$ cat src/rtl/core/vad_pkg.sv
// Shared types, constants and the normalize step for the vertex attribute dequantizer.
package vad_pkg;

    localparam int NUM_RANGES = 5;
    localparam int CFG_W      = 64;
    localparam int NORM_STEPS = 15;
    localparam int NORM_LAT   = NORM_STEPS + 2;
    localparam int DQ_LAT     = 8;
    localparam int DQ_DLY     = NORM_LAT - DQ_LAT;

    typedef logic [2:0] cfg_idx_t;

    localparam cfg_idx_t IDX_POS_X = 3'd0;
    localparam cfg_idx_t IDX_POS_Y = 3'd1;
    localparam cfg_idx_t IDX_POS_Z = 3'd2;
    localparam cfg_idx_t IDX_TEX_U = 3'd3;
    localparam cfg_idx_t IDX_TEX_V = 3'd4;

    typedef struct packed {
        logic [15:0] quant_x;
        logic [15:0] quant_y;
        logic [15:0] quant_z;
        logic [15:0] quant_u;
        logic [15:0] quant_v;
        logic [31:0] normal_packed;
    } vad_req_t;

    typedef struct packed {
        logic signed [31:0] pos_x;
        logic signed [31:0] pos_y;
        logic signed [31:0] pos_z;
        logic signed [31:0] tex_u;
        logic signed [31:0] tex_v;
        logic signed [15:0] norm_x;
        logic signed [15:0] norm_y;
        logic signed [15:0] norm_z;
    } vad_result_t;

    typedef struct packed {
        logic [50:0]        e;
        logic signed [39:0] f;
        logic [14:0]        r;
    } nstep_t;

    // e = (2r-1)^2 * s, f = (2r-1) * s; try bit k of r against rhs
    function automatic nstep_t nstep(nstep_t cur, logic [21:0] s, logic [49:0] rhs,
                                     int k);
        logic signed [57:0] cand;
        nstep_t             nxt;
        cand = 58'(cur.e) + (58'(cur.f) <<< (k + 2)) + (58'(s) << (2 * k + 2));
        nxt  = cur;
        if (!cand[57] && (cand[56:0] <= 57'(rhs)))
        begin
            nxt.e = cand[50:0];
            nxt.f = cur.f + (40'(s) << (k + 1));
            nxt.r = cur.r | (15'(1) << k);
        end
        return nxt;
    endfunction

endpackage

$ cat src/rtl/core/vad_dequant.sv
// One dequantize lane: lo + round((hi - lo) * q / 65535), pipelined and aligned.
module vad_dequant (
    input  logic               clk,
    input  logic [63:0]        range,
    input  logic [15:0]        code,
    output logic signed [31:0] value
);
    import vad_pkg::*;

    logic signed [32:0] diff_reg;
    logic [15:0]        code_reg;
    logic [31:0]        lo_reg [7];
    logic signed [49:0] prod_reg;
    logic               neg_reg [5];
    logic [49:0]        n_reg;
    logic [33:0]        a_reg;
    logic [34:0]        c_reg;
    logic [34:0]        acc5_reg;
    logic [19:0]        c5_reg;
    logic [34:0]        acc6_reg;
    logic [16:0]        c6_reg;
    logic [34:0]        q_reg;
    logic [34:0]        r_reg;
    logic [31:0]        dly_reg [DQ_DLY];

    always_ff @(posedge clk)
    begin
        diff_reg <= $signed({range[63], range[63:32]}) - $signed({range[31], range[31:0]});
        code_reg <= code;
        lo_reg[0] <= range[31:0];
        for (int i = 1; i < 7; i++)
        begin
            lo_reg[i] <= lo_reg[i-1];
        end

        prod_reg <= diff_reg * $signed({1'b0, code_reg});

        neg_reg[0] <= prod_reg[49];
        for (int i = 1; i < 5; i++)
        begin
            neg_reg[i] <= neg_reg[i-1];
        end
        n_reg <= (prod_reg[49] ? 50'(-prod_reg) : 50'(prod_reg)) + 50'(32767);

        a_reg <= n_reg[49:16];
        c_reg <= 35'(n_reg[49:16]) + 35'(n_reg[15:0]);

        acc5_reg <= 35'(a_reg) + 35'(c_reg[34:16]);
        c5_reg   <= 20'(c_reg[34:16]) + 20'(c_reg[15:0]);

        acc6_reg <= acc5_reg + 35'(c5_reg[19:16]);
        c6_reg   <= 17'(c5_reg[19:16]) + 17'(c5_reg[15:0]);

        q_reg <= acc6_reg + 35'(c6_reg >= 17'(65535));

        r_reg <= neg_reg[4] ? 35'($signed(lo_reg[6])) - q_reg
                            : 35'($signed(lo_reg[6])) + q_reg;

        dly_reg[0] <= r_reg[31:0];
        for (int i = 1; i < DQ_DLY; i++)
        begin
            dly_reg[i] <= dly_reg[i-1];
        end
    end

    assign value = $signed(dly_reg[DQ_DLY-1]);

endmodule

$ cat config.mk
export PLATFORM = sky130hd
export DESIGN_NAME = vad_dequant
export DESIGN_NICKNAME = d
export VERILOG_FILES = /design/src/rtl/core/vad_pkg.sv /design/src/rtl/core/vad_dequant.sv
export SDC_FILE = /design/constraint.sdc
export NUM_CORES = 2
export LEC_CHECK = 0
export BUFFER_PORTS_ARGS = -buffer_cell sky130_fd_sc_hd__buf_2
export CORE_ASPECT_RATIO = 1.4
export CORE_MARGIN = 10
export CORE_UTILIZATION = 55
export CTS_CLUSTER_DIAMETER = 150
export DETAILED_ROUTE_END_ITERATION = 6
export GPL_TIMING_DRIVEN = 0
export HOLD_SLACK_MARGIN = 0.06
export PLACE_DENSITY_LB_ADDON = 0.3
export SYNTH_ARGS = -nofsm -noshare
export SYNTH_HDL_FRONTEND = slang
export SYNTH_SLANG_ARGS = --single-unit
$ cat constraint.sdc
create_clock -name clk -period 12.25 [get_ports clk]
set_clock_uncertainty 0.05 [all_clocks]
set_input_delay 0.6125 -clock clk [delete_from_list [all_inputs] [get_ports clk]]
set_output_delay 0.6125 -clock clk [all_outputs]
set_load 0.02 [all_outputs]
# Yosys cells after proc, flatten, opt, wreduce, memory -nomap -nowiden

Memory sizes are Yosys's and may differ from the RTL's.
Cells that the tools add are included.

RAM bits: 517
Register bits after elaboration: 381
Input port bits: 81
Word-level logic and storage cells: 30
Memories kept: 3
Output and inout bits: 32

$mul: 1
Muxes and demuxes: 2
$add $sub $neg: 11
$lt $le $gt $ge: 1

Memories:

| memory  | depth | bits a word | read ports | clocked after memory_dff | write ports | line              | source |
|---|---|---|---|---|---|---|---|
| dly_reg | 9     | 32          | 9          | 0                        | 9           | vad_dequant.sv:24 | `logic [31:0] dly_reg [DQ_DLY];` |
| lo_reg  | 7     | 32          | 7          | 0                        | 7           | vad_dequant.sv:12 | `logic [31:0] lo_reg [7];` |
| neg_reg | 5     | 1           | 5          | 0                        | 5           | vad_dequant.sv:14 | `logic neg_reg [5];` |

Operators by type and width:

| kind                                                                 | count |
|---|---|
| adder 50 x 16 -> 50 bit (second input constant)                      | 1 |
| multiplier 33 x 17 -> 50 bit                                         | 1 |
| 2-to-1 mux 50 bit                                                    | 1 |
| negator 50 bit                                                       | 1 |
| adder 34 x 16 -> 35 bit                                              | 1 |
| subtractor 32 x 32 -> 33 bit                                         | 1 |
| adder 32 x 1 -> 32 bit                                               | 1 |
| adder 32 x 19 -> 32 bit                                              | 1 |
| adder 32 bit                                                         | 1 |
| adder 32 x 4 -> 32 bit                                               | 1 |
| 2-to-1 mux 32 bit                                                    | 1 |
| subtractor 32 bit                                                    | 1 |
| adder 19 x 16 -> 20 bit                                              | 1 |
| adder 4 x 16 -> 17 bit                                               | 1 |
| greater-or-equal comparator 17 x 16 -> 1 bit (second input constant) | 1 |

# Depth between registers and ports, before layout

Depth in word-level cells: 3
Depth in mapped cells: 27
Mapped depth without buffers: 25

# Worst setup path after synthesis

OpenSTA, ideal clock, no wires.

Path type: reg2reg
Start point: reg diff_reg[7]
End point: reg prod_reg[49]
Arrival: 6,577 ps
Data required time: 12,069 ps
Stages on the path, launching flop included: 25
Setup slack: 5,492 ps
Period minus slack after synthesis: 6,758 ps
Setup time: 131 ps
Path buffers: 1
Cell sequence: dfxtp_1 > clkbuf_1 > nand2_1 > fa_1 > inv_1 > fa_1 > inv_1 > fa_1 > inv_1 > fa_1 > fa_1 > inv_1 > fa_1 > inv_1 > ha_1 > nand3_1 > nor2_1 > a221oi_1 > a2111oi_0 > o31ai_1 > o311ai_0 > a31oi_1 > o41ai_1 > or4_1 > nand3_1

Longest elaborated chain between the ends: 1

RTL lines:

| what                         | line              | source |
|---|---|---|
| start, declared              | vad_dequant.sv:10 | `logic signed [32:0] diff_reg;` |
| start signal, assigned       | vad_dequant.sv:28 | `diff_reg <= $signed({range[63], range[63:32]}) - $signed({range[31], range[31:0]});` |
| multiplier 33 x 17 -> 50 bit | vad_dequant.sv:36 | `prod_reg <= diff_reg * $signed({1'b0, code_reg});` |
| end signal, assigned         | vad_dequant.sv:36 |  |
| end, declared                | vad_dequant.sv:13 | `logic signed [49:0] prod_reg;` |

Every way passes these cells.

# Worst setup path after layout

Start point: reg code_reg[11]
End point: reg prod_reg[49]

Longest elaborated chain between the ends: 1

RTL lines:

| what                         | line              | source |
|---|---|---|
| start, declared              | vad_dequant.sv:11 | `logic [15:0] code_reg;` |
| start signal, assigned       | vad_dequant.sv:29 | `code_reg <= code;` |
| multiplier 33 x 17 -> 50 bit | vad_dequant.sv:36 |  |

Every way passes these cells.

==> metrics.txt <==
Seq/Total Area, Yosys 38.0%; Die Span X 268 um; FF-to-FF Start code_reg[11]; worst skew pair latency 660 ps; drt initial violations 1899; RSZ-0062 raised after global routing no; asr flop ratio synth 0%; warnings from Yosys 0; DIE HEIGHT 367 um; sequential cell area 18000 um2; CTS H-tree depth 3; # setup viols final 0; vias per inst 5.33; max reg flops 288; Synth cell types 90; full die area 98200 um2; CTS max path bufs 3; Tcrit/Tclk final 71.5%; Post-Synthesis Cell Area 47300 um2; floorplan core area 85500 um2; clk root buf clkbuf_16; Hold EP lo_reg[0][17]; GR Util All Layers 24.6%; total number of vias 32.2k; DRC Markers 0; routed len/inst 19.6 um; CTS tree built; Fill cells 6978; synth-to-layout area growth 11.5%; RR Endpoint prod_reg[49]; Initial Util 55.3%; Sink Count 898; Num CTS Buffers 83; Routed Antenna Nets 0; WP data required 12710 ps; first-pass GRT wire length 186000 um; Slew @ Worst Pin 1240 ps; Reg2Reg Depth 22; #FFs+latches synth 898; I/O Buffers 112; final RePlAce weighted congestion 1.02; outcome completed; Synth Instances 4640; number of flops mapped to enable cells by yosys 0; Hold Path Depth 1; global-route congestion overflow total 0; antenna violations before repair 4; Synth area leader dfxtp_1; Tightest Hold Check Type in -> reg; area of the multi-input gates 26000 um2; critical path type reg -> reg; min-delay src range[17]; cell area after layout 52700 um2; Post-Route Setup TNS 0 ps; final slew viol count 0; Worst EP arrival 9220 ps; startpoint type of the worst setup path flop; pin count of the biggest net entering global routing 18; vias in the first global route 34.3k; layout cells sized above 1 6.12%; Net count, final 5717; final hold vios 0; Synth top area share 38.0%; Synth Area per Inst 10.2 um2; clk slew on worst S/H paths 70 ps; Total Wirelength 119000 um; Highest Clock Rate 114 MHz; Main synth FF type dfxtp_1; Worst Setup End Kind flop; Syn Nets 5476; row count 127; Crit Path Max Fanout 10; hold_ws 90.9 ps; max_cap viols 0; ranking of synthesized cells by area dfxtp_1, fa_1, ha_1; Slew headroom 16.4%; dpl cell area 49200 um2; IO Count 113; dpl hpwl 93200 um; r2r setup slk 3490 ps; Final min period 8760 ps; drt first pass iters 6
-- worst max-delay path by stage --
stage	start	end	cells past startpoint
after floorplan	diff_reg[7]	prod_reg[49]	24
after global routing	code_reg[11]	prod_reg[49]	22
after global placement	code_reg[11]	prod_reg[49]	22
final	code_reg[11]	prod_reg[49]	22
after CTS	code_reg[11]	prod_reg[49]	22
after detailed placement	code_reg[11]	prod_reg[49]	22
-- logic make-up (layout without fill, tap and decap cells) --
group                      Yosys count  in the layout  synth area share (%)
AOI/OAI and AO/OA                  526            526                  7.27
xor gates and xnor gates           349            349                  6.47
adders and majority gates          755            755                  28.1
buffers and inverters              856           1166                  6.86
DFF                                898            898                  38.0
muxes                                6              6                 0.127
other                                0              6                     0
and+or+nand+nor                   1250           1250                  13.1
-- cells in the mapped netlist, types with 11 or more instances --
cell,count
dfxtp_1,898
inv_1,733
fa_1,510
nand2_1,465
xnor2_1,250
ha_1,245
and2_1,217
nor2_1,200
a21oi_1,147
clkbuf_1,112
o21ai_0,112
xor2_1,99
nand3_1,75
a21o_1,50
and3_1,50
nor3_1,49
nand4_1,38
o21a_1,38
nand2b_1,33
nor2b_1,29
a31oi_1,27
or3_1,25
a211oi_1,21
o31ai_1,19
o211ai_1,12
o41ai_1,12
nor4_1,11
o21bai_1,11
or2_2,11
-- cells in the final DEF, fill, tap and decap left out, types with 19 or more instances in the layout --
cell type / instances
ha_1: 245
xnor2_1: 250
fa_1: 510
nand4_1: 38
clkbuf_1: 127
clkbuf_16: 83
nand2_1: 465
nor3_1: 49
nor2b_1: 29
nor2_1: 200
o21a_1: 38
dlygate4sd3_1: 44
buf_2: 115
nand2b_1: 33
xor2_1: 99
a31oi_1: 27
dfxtp_1: 898
inv_1: 733
a21oi_1: 147
o21ai_0: 112
nand3_1: 75
and3_1: 50
a21o_1: 50
o31ai_1: 19
and2_1: 217
or3_1: 25
a211oi_1: 21
-- through the flow --
step / utilization (%) / std cells / worst slack, ps
6_report: 61.6 / 6052 / 3490
5_1_grt: 61.6 / 6048 / 3160
4_1_cts: 61.6 / 6046 / 3290
3_5_place_dp: 57.5 / 5848 / 3330
3_3_place_gp: 57.5 / 5848 / 3400
2_1_floorplan: - / 4640 / 5490
-- area by class of cell --
cell class | instances | area share [%]
clock buffers | 109 | 4.34
inverters | 734 | 5.23
clock inverters | 45 | 1.41
well taps | 1096 | 2.60
flip-flops and latches | 898 | 34.1
plain buffers | 122 | 0.919
multi-input cells | 2886 | 49.4
repair buffers | 156 | 1.90
diodes | 6 | 0.0285
-- routing by layer --
metal	wire length (um)	global-route usage (%)	vias to the layer above
met2	60100	44.2	1057
met3	7190	4.11	382
met5	11	0	-
met4	8930	16.5	2
li1	-	-	15100
met1	42500	26.0	15700
-- critical path, stage by stage (launching register included) --
cell and delay [ps]:
dfxtp_1 800, clkbuf_1 860, nand2_1 210, fa_1 450
inv_1 80, fa_1 440, fa_1 580, fa_1 450
fa_1 500, inv_1 60, fa_1 550, inv_1 60
ha_1 410, nand3_1 140, nor2_1 120, a221oi_1 140
a2111oi_1 900, o31ai_1 240, o311ai_0 400, a31oi_1 260
o41ai_1 570, or4_1 200, nand3_1 110
-- what timing repair did --
item | CTS | global route
buffers inserted | 0 | 0
hold buffers | 44 | 0
endpoints found under the setup margin | 0 | 0
endpoints found under the hold margin | 44 | 0
resized for setup | 0 | 0
Power is not shown: default switching activity piles up to over one toggle a cycle in this logic, so the estimate is an artifact.
